--- config.mk ---
export PLATFORM = sky130hd
export DESIGN_NAME = look_elevator_scheduler
export DESIGN_NICKNAME = d
export VERILOG_FILES = /design/src/hdl/les_pkg.sv /design/src/hdl/les_ctrl.sv /design/src/hdl/les_dpath.sv /design/src/hdl/look_elevator_scheduler.sv
export SDC_FILE = /design/constraint.sdc
export NUM_CORES = 2
export LEC_CHECK = 0
export BUFFER_PORTS_ARGS = -buffer_cell sky130_fd_sc_hd__buf_2
export CORE_MARGIN = 3
export CORE_UTILIZATION = 50
export CTS_CLUSTER_DIAMETER = 150
export CTS_CLUSTER_SIZE = 12
export DETAILED_ROUTE_END_ITERATION = 10
export PLACE_DENSITY = 0.65
export SKIP_LAST_GASP = 1
export SLEW_MARGIN = 20
export SYNTH_ARGS = -nofsm -noshare
export SYNTH_HDL_FRONTEND = slang
export SYNTH_SLANG_ARGS = --single-unit
--- constraint.sdc ---
create_clock -name clk -period 5.8 [get_ports clk]
set_input_delay 1.74 -clock clk [delete_from_list [all_inputs] [get_ports clk]]
set_output_delay 1.74 -clock clk [all_outputs]
set_load 0.1 [all_outputs]
--- src/hdl/les_pkg.sv ---
// Shared types and codes for the LOOK elevator scheduler.
`default_nettype none
package les_pkg;

  typedef enum logic [1:0] {
    CMD_ADD    = 2'd0,
    CMD_CANCEL = 2'd1,
    CMD_ACT    = 2'd2,
    CMD_LOCATE = 2'd3
  } cmd_t;

  typedef enum logic [1:0] {
    ST_DONE    = 2'd0,
    ST_IGNORED = 2'd1,
    ST_FULL    = 2'd2,
    ST_EMPTY   = 2'd3
  } status_t;

  typedef enum logic [1:0] {
    S_IDLE,
    S_SCAN,
    S_DRAIN,
    S_COMMIT
  } state_t;

  typedef struct packed {
    logic load;
    logic scan;
    logic commit;
  } ctl_t;

  typedef struct packed {
    logic scan_last;
  } dp_stat_t;

endpackage
`default_nettype wire

--- src/hdl/les_ctrl.sv ---
// Sequencer for the LOOK elevator scheduler: load, table scan, drain and commit.
`default_nettype none
module les_ctrl (
  input  wire logic              clk,
  input  wire logic              rst_n,
  input  wire logic              start,
  input  wire logic [1:0]        in_command,
  input  wire les_pkg::dp_stat_t stat,
  output les_pkg::ctl_t          ctl,
  output logic                   busy,
  output les_pkg::state_t        state
);

  les_pkg::state_t state_r;
  les_pkg::state_t state_nxt;

  always_ff @(posedge clk) begin
    if (!rst_n) begin
      state_r <= les_pkg::S_IDLE;
    end else begin
      state_r <= state_nxt;
    end
  end

  always_comb begin
    state_nxt = state_r;
    unique case (state_r)
      les_pkg::S_IDLE: begin
        if (start) begin
          if (les_pkg::cmd_t'(in_command) == les_pkg::CMD_LOCATE) begin
            state_nxt = les_pkg::S_COMMIT;
          end else begin
            state_nxt = les_pkg::S_SCAN;
          end
        end
      end
      les_pkg::S_SCAN: begin
        if (stat.scan_last) begin
          state_nxt = les_pkg::S_DRAIN;
        end
      end
      les_pkg::S_DRAIN: begin
        state_nxt = les_pkg::S_COMMIT;
      end
      les_pkg::S_COMMIT: begin
        state_nxt = les_pkg::S_IDLE;
      end
      default: begin
        state_nxt = les_pkg::S_IDLE;
      end
    endcase
  end

  always_comb begin
    ctl = '0;
    unique case (state_r)
      les_pkg::S_IDLE:   ctl.load = start;
      les_pkg::S_SCAN:   ctl.scan = 1'b1;
      les_pkg::S_DRAIN:  ctl = '0;
      les_pkg::S_COMMIT: ctl.commit = 1'b1;
      default:           ctl = '0;
    endcase
  end

  assign busy  = (state_r != les_pkg::S_IDLE);
  assign state = state_r;

endmodule
`default_nettype wire

--- src/hdl/les_dpath.sv ---
// Datapath: request table, scan accumulators, position, direction and result registers.
`default_nettype none
module les_dpath #(
  parameter int PENDING_DEPTH = 64,
  parameter int FLOOR_BITS    = 30
) (
  input  wire logic                  clk,
  input  wire logic                  rst_n,
  input  wire les_pkg::ctl_t         ctl,
  input  wire logic [1:0]            in_command,
  input  wire logic [FLOOR_BITS-1:0] in_floor,
  output les_pkg::dp_stat_t          stat,
  output logic                       out_valid,
  output logic [FLOOR_BITS-1:0]      out_current_floor,
  output logic                       out_going_up,
  output logic [1:0]                 out_status
);

  localparam int AW = (PENDING_DEPTH > 1) ? $clog2(PENDING_DEPTH) : 1;

  logic [FLOOR_BITS-1:0] mem [PENDING_DEPTH];
  logic [PENDING_DEPTH-1:0] valid_r, valid_nxt;

  les_pkg::cmd_t         cmd_r;
  logic [FLOOR_BITS-1:0] floor_r;
  logic [FLOOR_BITS-1:0] cur_r, cur_nxt;
  logic                  dir_up_r, dir_up_nxt;

  logic [AW-1:0]         addr_r;
  logic [FLOOR_BITS-1:0] rd_floor_r;
  logic                  rd_valid_r;
  logic [AW-1:0]         rd_idx_r;
  logic                  rd_live_r;

  logic                  match_found_r, free_found_r, up_found_r, dn_found_r;
  logic [AW-1:0]         match_idx_r, free_idx_r, up_idx_r, dn_idx_r;
  logic [FLOOR_BITS-1:0] up_floor_r, dn_floor_r;

  logic                  we;
  logic [AW-1:0]         waddr;
  les_pkg::status_t      status_nxt;

  logic                  out_valid_r;
  logic [FLOOR_BITS-1:0] out_floor_r;
  logic                  out_up_r;
  les_pkg::status_t      out_status_r;

  assign stat.scan_last = (addr_r == AW'(PENDING_DEPTH - 1));

  always_ff @(posedge clk) begin
    if (we) begin
      mem[waddr] <= floor_r;
    end
    rd_floor_r <= mem[addr_r];
  end

  always_ff @(posedge clk) begin
    if (ctl.load) begin
      cmd_r   <= les_pkg::cmd_t'(in_command);
      floor_r <= in_floor;
    end
    rd_valid_r <= valid_r[addr_r];
    rd_idx_r   <= addr_r;
    if (rd_live_r) begin
      if (rd_valid_r && (rd_floor_r == floor_r) && !match_found_r) begin
        match_idx_r <= rd_idx_r;
      end
      if (!rd_valid_r && !free_found_r) begin
        free_idx_r <= rd_idx_r;
      end
      if (rd_valid_r && (rd_floor_r > cur_r) && (!up_found_r || (rd_floor_r < up_floor_r))) begin
        up_idx_r   <= rd_idx_r;
        up_floor_r <= rd_floor_r;
      end
      if (rd_valid_r && (rd_floor_r < cur_r) && (!dn_found_r || (rd_floor_r > dn_floor_r))) begin
        dn_idx_r   <= rd_idx_r;
        dn_floor_r <= rd_floor_r;
      end
    end
    out_floor_r  <= cur_nxt;
    out_up_r     <= dir_up_nxt;
    out_status_r <= status_nxt;
  end

  always_ff @(posedge clk) begin
    if (!rst_n) begin
      valid_r       <= '0;
      cur_r         <= '0;
      dir_up_r      <= 1'b1;
      addr_r        <= '0;
      rd_live_r     <= 1'b0;
      match_found_r <= 1'b0;
      free_found_r  <= 1'b0;
      up_found_r    <= 1'b0;
      dn_found_r    <= 1'b0;
      out_valid_r   <= 1'b0;
    end else begin
      valid_r     <= valid_nxt;
      cur_r       <= cur_nxt;
      dir_up_r    <= dir_up_nxt;
      rd_live_r   <= ctl.scan;
      out_valid_r <= ctl.commit;
      if (ctl.load) begin
        addr_r        <= '0;
        match_found_r <= 1'b0;
        free_found_r  <= 1'b0;
        up_found_r    <= 1'b0;
        dn_found_r    <= 1'b0;
      end else begin
        if (ctl.scan) begin
          addr_r <= addr_r + AW'(1);
        end
        if (rd_live_r) begin
          if (rd_valid_r && (rd_floor_r == floor_r)) begin
            match_found_r <= 1'b1;
          end
          if (!rd_valid_r) begin
            free_found_r <= 1'b1;
          end
          if (rd_valid_r && (rd_floor_r > cur_r)) begin
            up_found_r <= 1'b1;
          end
          if (rd_valid_r && (rd_floor_r < cur_r)) begin
            dn_found_r <= 1'b1;
          end
        end
      end
    end
  end

  always_comb begin
    valid_nxt  = valid_r;
    cur_nxt    = cur_r;
    dir_up_nxt = dir_up_r;
    status_nxt = les_pkg::ST_DONE;
    we         = 1'b0;
    waddr      = free_idx_r;
    if (ctl.commit) begin
      unique case (cmd_r)
        les_pkg::CMD_ADD: begin
          if ((floor_r == cur_r) || match_found_r) begin
            status_nxt = les_pkg::ST_IGNORED;
          end else if (!free_found_r) begin
            status_nxt = les_pkg::ST_FULL;
          end else begin
            we                    = 1'b1;
            valid_nxt[free_idx_r] = 1'b1;
          end
        end
        les_pkg::CMD_CANCEL: begin
          if (match_found_r) begin
            valid_nxt[match_idx_r] = 1'b0;
          end else begin
            status_nxt = les_pkg::ST_IGNORED;
          end
        end
        les_pkg::CMD_ACT: begin
          if (dir_up_r && up_found_r) begin
            cur_nxt             = up_floor_r;
            valid_nxt[up_idx_r] = 1'b0;
          end else if (!dir_up_r && dn_found_r) begin
            cur_nxt             = dn_floor_r;
            valid_nxt[dn_idx_r] = 1'b0;
          end else if (dir_up_r && dn_found_r) begin
            cur_nxt             = dn_floor_r;
            valid_nxt[dn_idx_r] = 1'b0;
            dir_up_nxt          = 1'b0;
          end else if (!dir_up_r && up_found_r) begin
            cur_nxt             = up_floor_r;
            valid_nxt[up_idx_r] = 1'b0;
            dir_up_nxt          = 1'b1;
          end else begin
            status_nxt = les_pkg::ST_EMPTY;
          end
        end
        les_pkg::CMD_LOCATE: begin
          status_nxt = les_pkg::ST_DONE;
        end
        default: begin
          status_nxt = les_pkg::ST_DONE;
        end
      endcase
    end
  end

  assign out_valid         = out_valid_r;
  assign out_current_floor = out_floor_r;
  assign out_going_up      = out_up_r;
  assign out_status        = out_status_r;

endmodule
`default_nettype wire

--- src/hdl/look_elevator_scheduler.sv ---
// Top level of the LOOK elevator scheduler: sequencer, datapath and assertions.
//
// A command word is taken when start is high and busy is low. Add, cancel and act
// walk the whole request table through the single read port of its memory, one
// entry per cycle, then pass through a drain state and a commit state; busy stays
// high throughout, and no new command is taken until it drops. Locate needs no
// scan and goes straight from idle to commit. The result word appears
// on out_current_floor, out_going_up and out_status for exactly one cycle, flagged by
// out_valid, in the cycle in which busy drops; the receiver cannot stall it, so it must
// capture every word in that cycle. A new command may be started in that same cycle.
`default_nettype none
module look_elevator_scheduler #(
  parameter int PENDING_DEPTH = 64,
  parameter int FLOOR_BITS    = 30
) (
  input  wire logic                  clk,
  input  wire logic                  rst_n,
  input  wire logic                  start,
  output logic                       busy,
  input  wire logic [1:0]            in_command,
  input  wire logic [FLOOR_BITS-1:0] in_floor,
  output logic                       out_valid,
  output logic [FLOOR_BITS-1:0]      out_current_floor,
  output logic                       out_going_up,
  output logic [1:0]                 out_status
);

  les_pkg::ctl_t     ctl;
  les_pkg::dp_stat_t stat;
  les_pkg::state_t   state;

  les_ctrl u_ctrl (
    .clk        (clk),
    .rst_n      (rst_n),
    .start      (start),
    .in_command (in_command),
    .stat       (stat),
    .ctl        (ctl),
    .busy       (busy),
    .state      (state)
  );

  les_dpath #(
    .PENDING_DEPTH (PENDING_DEPTH),
    .FLOOR_BITS    (FLOOR_BITS)
  ) u_dpath (
    .clk               (clk),
    .rst_n             (rst_n),
    .ctl               (ctl),
    .in_command        (in_command),
    .in_floor          (in_floor),
    .stat              (stat),
    .out_valid         (out_valid),
    .out_current_floor (out_current_floor),
    .out_going_up      (out_going_up),
    .out_status        (out_status)
  );

`ifndef ASSERT_OFF
  a_start_busy: assert property (@(posedge clk) disable iff (!rst_n)
    (start && !busy) |=> busy)
    else $error("accepted command did not raise busy");

  a_commit_strobe: assert property (@(posedge clk) disable iff (!rst_n)
    (state == les_pkg::S_COMMIT) |=> (out_valid && !busy))
    else $error("commit did not produce a result word");

  a_single_strobe: assert property (@(posedge clk) disable iff (!rst_n)
    out_valid |=> !out_valid)
    else $error("result strobe held for more than one cycle");

  a_drain_commit: assert property (@(posedge clk) disable iff (!rst_n)
    (state == les_pkg::S_DRAIN) |=> (state == les_pkg::S_COMMIT))
    else $error("scan drain did not lead to commit");
`endif

endmodule
`default_nettype wire
[Word level (Yosys, flattened, before mapping)]
Memories as Yosys holds them, arrays and structs flattened. A register that Yosys moved wholly into a read port is not among the register bits.
Cells that the tools add are included.
Cells by class
  add/sub/neg operators: 1
  $lt $le $gt $ge: 13
  equal/unequal tests: 16
  multiplexer cells: 51
  bitwise gates (word level): 9
  reduce and logical (&&, ||, !) cells: 39
Operators by type and width (number)
  $mux 64: 7
  $and 64x64->64: 3
  $not 64->64: 3
  $pmux 64 s3: 1
  $mux 30: 6
  $or 64x64->64: 1
  $eq 30x30->1: 2
  $gt 30x30->1: 2
  $lt 30x30->1: 2
  $lt 6x7->1 const B: 5
  $demux 1 s6: 4
  $ge 6x1->1 const B: 4
  $mux 1: 21
  $mux 2: 9
  $reduce_and 2->1: 9
  $pmux 2 s4: 2
  $logic_and 1x1->1: 15
  $eq 2x2->1 const B: 5
  $add 6x1->6 const B: 1
  $bmux 1 s6: 1
  $eq 6x6->1 const B: 1
  $logic_not 1->1: 6
  $ne 2x2->1 const B: 3
  $reduce_and 6->1: 1
  9 further kinds: 15
Word-level totals
  register bits: 265
  memory bits (writable): 1920
  bits of input ports: 35
  output and inout bits: 35
  logic and storage cells: 154
  memories: 1
Memory list
  u_dpath.mem: depth 64, bits a word 30, read ports 1, clocked after Yosys merged registers in 1, wr ports 1, RTL line les_dpath.sv:21  | logic [FLOOR_BITS-1:0] mem [PENDING_DEPTH];

[Longest topological paths before layout]
  depth in word-level cells: 11
  gate-level depth with buffers: 9
  depth with buffers taken out: 8

[Cells and area by module]
Synthesis repeated with hierarchy kept, for this count alone.
Second synthesis, totals
  cells, all modules: 4205
  area total of the unflattened synthesis: 87356.3 µm²
Modules (own cells, without submodules)
  les_dpath: times used 1, cells each 4184, area each 87173.6 µm², sequential area each 64682.0 µm²
  les_ctrl: times used 1, cells each 21, area each 182.7 µm², sequential area each 40.0 µm²

[Worst setup path after synthesis]
No wires, ideal clock.
  path type: reg2reg
  start: reg u_dpath.cur_r[24]
  end: reg u_dpath.dn_floor_r[0], enable pin
  library setup time: 484 ps
  data arrival time: 4784 ps
  data required time: 5316 ps
  slack: 532 ps
  stages on the path, launching flop included: 8
  buffers on the path: 0
  period minus slack after synthesis: 5268 ps
  cell sequence: dfxtp_1 > inv_1 > ha_1 > and4_1 > a221o_1 > a221o_1 > or4_1 > a211oi_1
On the way
  longest elaborated chain between the ends: 4
Ends and longest elaborated chain
  start: declaration: RTL line les_dpath.sv:26  | logic [FLOOR_BITS-1:0] cur_r, cur_nxt;
  start signal: assignment: RTL line les_dpath.sv:99  | cur_r <= cur_nxt;
  $lt 30x30->1: RTL line les_dpath.sv:75  | if (rd_valid_r && (rd_floor_r < cur_r) && (!dn_found_r || (rd_floor_r > dn_floor_r))) begin
  $logic_and 1x1->1 (2 in a row): RTL line les_dpath.sv:75
  $reduce_and 2->1 (no line)
  end signal: assignment: RTL line les_dpath.sv:77  | dn_floor_r <= rd_floor_r;
  end: declaration: RTL line les_dpath.sv:37  | logic [FLOOR_BITS-1:0] up_floor_r, dn_floor_r;
No other way between the ends.
A chain may end at the register's enable or synchronous reset.

[Final worst setup path]
  start: reg u_dpath.floor_r[20]
  end: mem u_dpath.mem[37][23], enable pin
On the way
  longest elaborated chain between the ends: 7
Ends and longest elaborated chain
  start: declaration: RTL line les_dpath.sv:25  | logic [FLOOR_BITS-1:0] floor_r;
  start signal: assignment: RTL line les_dpath.sv:60  | floor_r <= in_floor;
  $eq 30x30->1: RTL line les_dpath.sv:141  | if ((floor_r == cur_r) || match_found_r) begin
  $logic_or 1x1->1: RTL line les_dpath.sv:141
  $mux 1: RTL line les_dpath.sv:141
  $mux 1: RTL line les_dpath.sv:139  | unique case (cmd_r)
  $mux 1: RTL line les_dpath.sv:138  | if (ctl.commit) begin
  $mux 1: RTL line les_dpath.sv:51  | if (we) begin
  $mux 1 (not written as such): RTL line les_dpath.sv:52  | mem[waddr] <= floor_r;
  end: declaration: RTL line les_dpath.sv:21
No other way between the ends.

==> results_tabular.tex <==
\begin{tabular}{lr}
\hline
Metric & Value \\
\hline
\multicolumn{2}{l}{\textbf{Run status}} \\
Outcome & finished, final reports clean \\
\multicolumn{2}{l}{\textbf{Timing}} \\
Timing-limited maximum frequency & 231 MHz \\
Slew Viols, Final & 0 \\
Slew at the pin closest to its max-slew limit & 1.17 ns \\
Final period utilization & 74.7\% \\
Unrepaired setup endpoints after global routing & false \\
Worst slew margin & 21.5\% \\
Final setup TNS & 0 ns \\
Post-layout min period & 4.33 ns \\
Final-report setup violation count & 0 \\
Post-Route Skew & 0.0365 ns \\
Number of hold violations in the final report & 0 \\
\multicolumn{2}{l}{\textbf{Finish}} \\
Top library cells by usage in the layout, fill and taps aside & sky130\_fd\_sc\_hd\_\_edfxtp\_1 (2036), sky130\_fd\_sc\_hd\_\_mux4\_2 (651), sky130\_fd\_sc\_hd\_\_clkbuf\_16 (208), sky130\_fd\_sc\_hd\_\_dfxtp\_1 (173), sky130\_fd\_sc\_hd\_\_inv\_1 (140) \\
Commonest non-fill, non-tap cell in the layout & sky130\_fd\_sc\_hd\_\_edfxtp\_1 \\
Design Area, Final & 97900 um2 \\
Area added between synthesis and finish & 11.1\% \\
Share of cells above drive strength 1 & 25.9\% \\
Filler instances & 12900 \\
Final net count & 4569 \\
\multicolumn{2}{l}{\textbf{Worst setup path}} \\
Cells traversed along the worst timing path & xnor2\_1 > nand2\_1 > nor4\_1 > buf\_4 > a211o\_1 > or3\_1 > nor2\_4 > buf\_4 \\
Total stage count of the critical path & 8 \\
Largest delay share family, worst path & simple AND/OR/NAND/NOR gates \\
Maximum fanout along the worst path & 21 \\
Slack of the worst reg-to-reg path & 1.47 ns \\
Crit-path most repeated cell & sky130\_fd\_sc\_hd\_\_buf\_4 \\
Endpoint of the worst setup timing path & u\_dpath.mem[37][23]\$\_DFFE\_PP\_ \\
Worst path arrival time & 4.86 ns \\
Destination of the worst register-to-register timing path & u\_dpath.mem[37][23]\$\_DFFE\_PP\_ \\
Critical-path top delay cell & sky130\_fd\_sc\_hd\_\_or3\_1 \\
Sort of element at the end of the critical path & register \\
Largest stage delay on the critical path & 0.90 ns \\
Reg2Reg Launch Point & u\_dpath.floor\_r[20]\$\_DFFE\_PP\_ \\
Startpoint type of the worst setup path & register \\
Type of the worst setup path & reg2reg \\
Worst r2r path cells & 8 \\
Crit path buf inv count & 2 \\
Worst path required time & 6.33 ns \\
Launching element of the worst setup path & u\_dpath.floor\_r[20]\$\_DFFE\_PP\_ \\
\multicolumn{2}{l}{\textbf{Floorplan}} \\
Starting utilization of the core area & 50.5\% \\
I/O pin count & 70 \\
Area of the die & 181000 um2 \\
Number of placement rows & 153 \\
Die X-Extent & 426 um \\
Core Area & 175000 um2 \\
Height of the die & 426 um \\
\multicolumn{2}{l}{\textbf{Power and ir drop}} \\
Switching power & 9.96 mW \\
Internal power consumption & 27.2 mW \\
Fraction of power consumed by the clock network & 32.5\% \\
Power Density & 380 nW/um2 \\
Total leakage power & 29.7 nW \\
Switching Fraction & 26.8\% \\
Proportion of power drawn by flip-flops and latches & 50.3\% \\
Share of power burned in combinational logic & 17.3\% \\
Largest voltage drop on the vdd net & 0.263 mV \\
\multicolumn{2}{l}{\textbf{Synthesis}} \\
Post-synth net total & 4433 \\
Unique cell type count in the Yosys netlist & 62 \\
Fraction of synthesis flops using an asynchronous set or reset pin & 0\% \\
Most area-hungry cell type in the Yosys netlist & sky130\_fd\_sc\_hd\_\_edfxtp\_1 \\
Cell Area, Synth & 88100 um2 \\
Yosys top cell area share & 69.4\% \\
Sequential element share of the synthesized area & 73.5\% \\
Cells after synthesis & 4298 \\
Top area cells in the synthesized netlist & sky130\_fd\_sc\_hd\_\_edfxtp\_1 (69\%), sky130\_fd\_sc\_hd\_\_mux4\_2 (17\%), sky130\_fd\_sc\_hd\_\_dfxtp\_1 (4.1\%) \\
Synth warnings & 0 \\
Count of flip-flops with a built-in enable after synthesis & 2036 \\
Mean area per synthesized cell & 20.5 um2 \\
Number of register bits inferred by synthesis & 2215 \\
Top flip-flop cell by instance count after synthesis & sky130\_fd\_sc\_hd\_\_edfxtp\_1 \\
\multicolumn{2}{l}{\textbf{Clock tree}} \\
TritonCTS clock tree & built \\
CTS Sinks & 2215 \\
Root cell of the clock tree & sky130\_fd\_sc\_hd\_\_clkbuf\_16 \\
Setup fix buffers added after clock tree synthesis & 0 \\
TritonCTS Buffers & 202 \\
Insertion delay of the later-clocked pin in the worst-skew pair & 0.84 ns \\
CTS hold repair buffers & 0 \\
Cts repair resizes & 0 \\
H-tree depth reported by CTS & 4 \\
Worst-path clk slew & 0.07 ns \\
Max Root-Sink Buffers & 3 \\
\multicolumn{2}{l}{\textbf{GRT}} \\
Wire length of the first global-routing pass & 346000 um \\
Overall overflow remaining after global route & 0 \\
Initial antenna violation count & 52 \\
Number of global-route vias before repair & 43600 \\
Pin count of the biggest net entering global routing & 107 \\
Overall fraction of global-route tracks in use & 27.5\% \\
\multicolumn{2}{l}{\textbf{Drt}} \\
Violation count after the first detailed-route iteration & 7122 \\
Number of vias per cell after detailed routing & 6.61 \\
Number of routed nets with antenna violations & 0 \\
Initial DRT Pass Iterations & 6 \\
Number of vias after detailed routing & 45500 \\
Remaining DRCs & 0 \\
Drt wl/cell & 35.9 um \\
Wire length reported by the detailed router & 247000 um \\
\multicolumn{2}{l}{\textbf{Placement}} \\
Routability Congestion & 0.907 \\
Count of input and output buffers & 69 \\
Detailed-placement wirelength estimate & 157000 um \\
Total cell area at the placement stage & 92100 um2 \\
\multicolumn{2}{l}{\textbf{Flow run}} \\
Max capacitance violation total & 0 \\
\multicolumn{2}{l}{\textbf{Min path}} \\
Hold Path Class & reg2reg \\
\hline
\end{tabular}
final cells by class:
type,instances,area (um2),area share (%)
Antenna cell,34,85.1,0.0869
Clock buffer,278,5470,5.59
Clock inverter,9,181,0.185
Inverter,142,533,0.545
Multi-Input combinational cell,1676,22400,22.8
Sequential cell,2215,64700,66.1
Tap cell,2325,2910,2.97
Timing Repair Buffer,197,1620,1.65
how the worst min path moves through the flow:
stage,startpoint,end,slack [ns],cells past startpoint
2_1_floorplan,u_dpath.addr_r[3]$_SDFFE_PP0P_,u_dpath.rd_idx_r[3]$_DFF_P_,0.33,0
3_3_place_gp,u_dpath.addr_r[3]$_SDFFE_PP0P_,u_dpath.rd_idx_r[3]$_DFF_P_,0.43,0
3_5_place_dp,u_dpath.addr_r[3]$_SDFFE_PP0P_,u_dpath.rd_idx_r[3]$_DFF_P_,0.42,0
4_1_cts,u_dpath.addr_r[3]$_SDFFE_PP0P_,u_dpath.rd_idx_r[3]$_DFF_P_,0.44,0
5_1_grt,u_dpath.addr_r[3]$_SDFFE_PP0P_,u_dpath.rd_idx_r[3]$_DFF_P_,0.45,0
6_report,u_dpath.addr_r[3]$_SDFFE_PP0P_,u_dpath.rd_idx_r[3]$_DFF_P_,0.44,0
power by group through the flow:
stage	sequential (mW)	combinational, mW	clock [mW]
final	18.7	6.42	12.1
after global placement	19.0	6.32	0
after CTS	18.7	6.41	12.2
after floorplan	19.3	3.42	0
after global routing	18.7	6.71	12.9
after detailed placement	19.0	6.40	0
registers in the layout, indices dropped and copies added, names as in the netlist, 2 cells and up:
register	count
u_dpath.dn_idx_r	6
u_dpath.addr_r	6
u_dpath.out_current_floor	30
u_dpath.rd_floor_r	30
u_dpath.cur_r	30
u_dpath.match_idx_r	6
u_dpath.dn_floor_r	30
u_dpath.mem	1920
u_dpath.out_status	2
u_dpath.rd_idx_r	6
u_dpath.free_idx_r	6
u_ctrl.state	2
u_dpath.floor_r	30
u_dpath.cmd_r	2
u_dpath.up_idx_r	6
u_dpath.up_floor_r	30
u_dpath.valid_r	64
synth_stat cells (5+ instances only):
master / number
sky130_fd_sc_hd__buf_4: 8
sky130_fd_sc_hd__dfxtp_1: 179
sky130_fd_sc_hd__nand2b_1: 5
sky130_fd_sc_hd__nand2_1: 134
sky130_fd_sc_hd__clkbuf_1: 182
sky130_fd_sc_hd__and3b_1: 9
sky130_fd_sc_hd__xnor2_1: 42
sky130_fd_sc_hd__ha_1: 100
sky130_fd_sc_hd__o2111ai_1: 24
sky130_fd_sc_hd__xor2_1: 22
sky130_fd_sc_hd__nand4_1: 28
sky130_fd_sc_hd__nand3_1: 9
sky130_fd_sc_hd__o211ai_1: 38
sky130_fd_sc_hd__nor3b_1: 18
sky130_fd_sc_hd__or3_1: 11
sky130_fd_sc_hd__a22oi_1: 106
sky130_fd_sc_hd__a211oi_1: 8
sky130_fd_sc_hd__inv_1: 141
sky130_fd_sc_hd__or3b_2: 6
sky130_fd_sc_hd__nor2_1: 91
sky130_fd_sc_hd__o21ai_0: 37
sky130_fd_sc_hd__nor3_1: 14
sky130_fd_sc_hd__a22o_1: 8
sky130_fd_sc_hd__nor4b_2: 7
sky130_fd_sc_hd__mux4_2: 651
sky130_fd_sc_hd__and3_1: 8
sky130_fd_sc_hd__a2111oi_0: 30
sky130_fd_sc_hd__a21o_1: 41
sky130_fd_sc_hd__a21oi_1: 123
sky130_fd_sc_hd__a221oi_1: 36
sky130_fd_sc_hd__buf_1: 39
sky130_fd_sc_hd__nor4_1: 10
sky130_fd_sc_hd__or2_2: 5
sky130_fd_sc_hd__buf_2: 33
sky130_fd_sc_hd__edfxtp_1: 2036
sky130_fd_sc_hd__o22ai_1: 9
sky130_fd_sc_hd__and2_1: 6
cells by family after synthesis:
logic type      count (synthesis)  synth area share (%)
compound gates                483                  3.82
xor+xnor                       64                 0.636
fa+ha+maj                     100                  1.42
buf+inv                       407                  1.84
flops                        2215                  73.5
mux                           652                  16.7
simple gates                  377                  2.18
per-stage QoR:
stage	instances	setup WS [ns]	hold WS [ns]	util [%]	power, mW
3_3_place_gp	6552	1.58	0.427	52.7	25.3
6_report	6876	1.47	0.444	56.1	37.2
3_5_place_dp	6552	1.54	0.425	52.7	25.4
5_1_grt	6862	1.49	0.445	56.0	38.3
4_1_cts	6839	1.52	0.444	56.0	37.3
2_1_floorplan	4298	0.532	0.329	-	22.7
layer usage:
| metal | wire length [um] | vias to the layer above | GRT usage [%] | share of wire, % |
|---|---|---|---|---|
| li1 | - | 18200 | - | - |
| met3 | 26100 | 374 | 6.24 | 11 |
| met2 | 111000 | 2639 | 40.2 | 45 |
| met4 | 9330 | 2 | 9.05 | 3.8 |
| met5 | 13 | - | 0 | 0.0053 |
| met1 | 101000 | 24300 | 41.5 | 41 |
No activity file was read; power rests on OpenSTA's default activity.
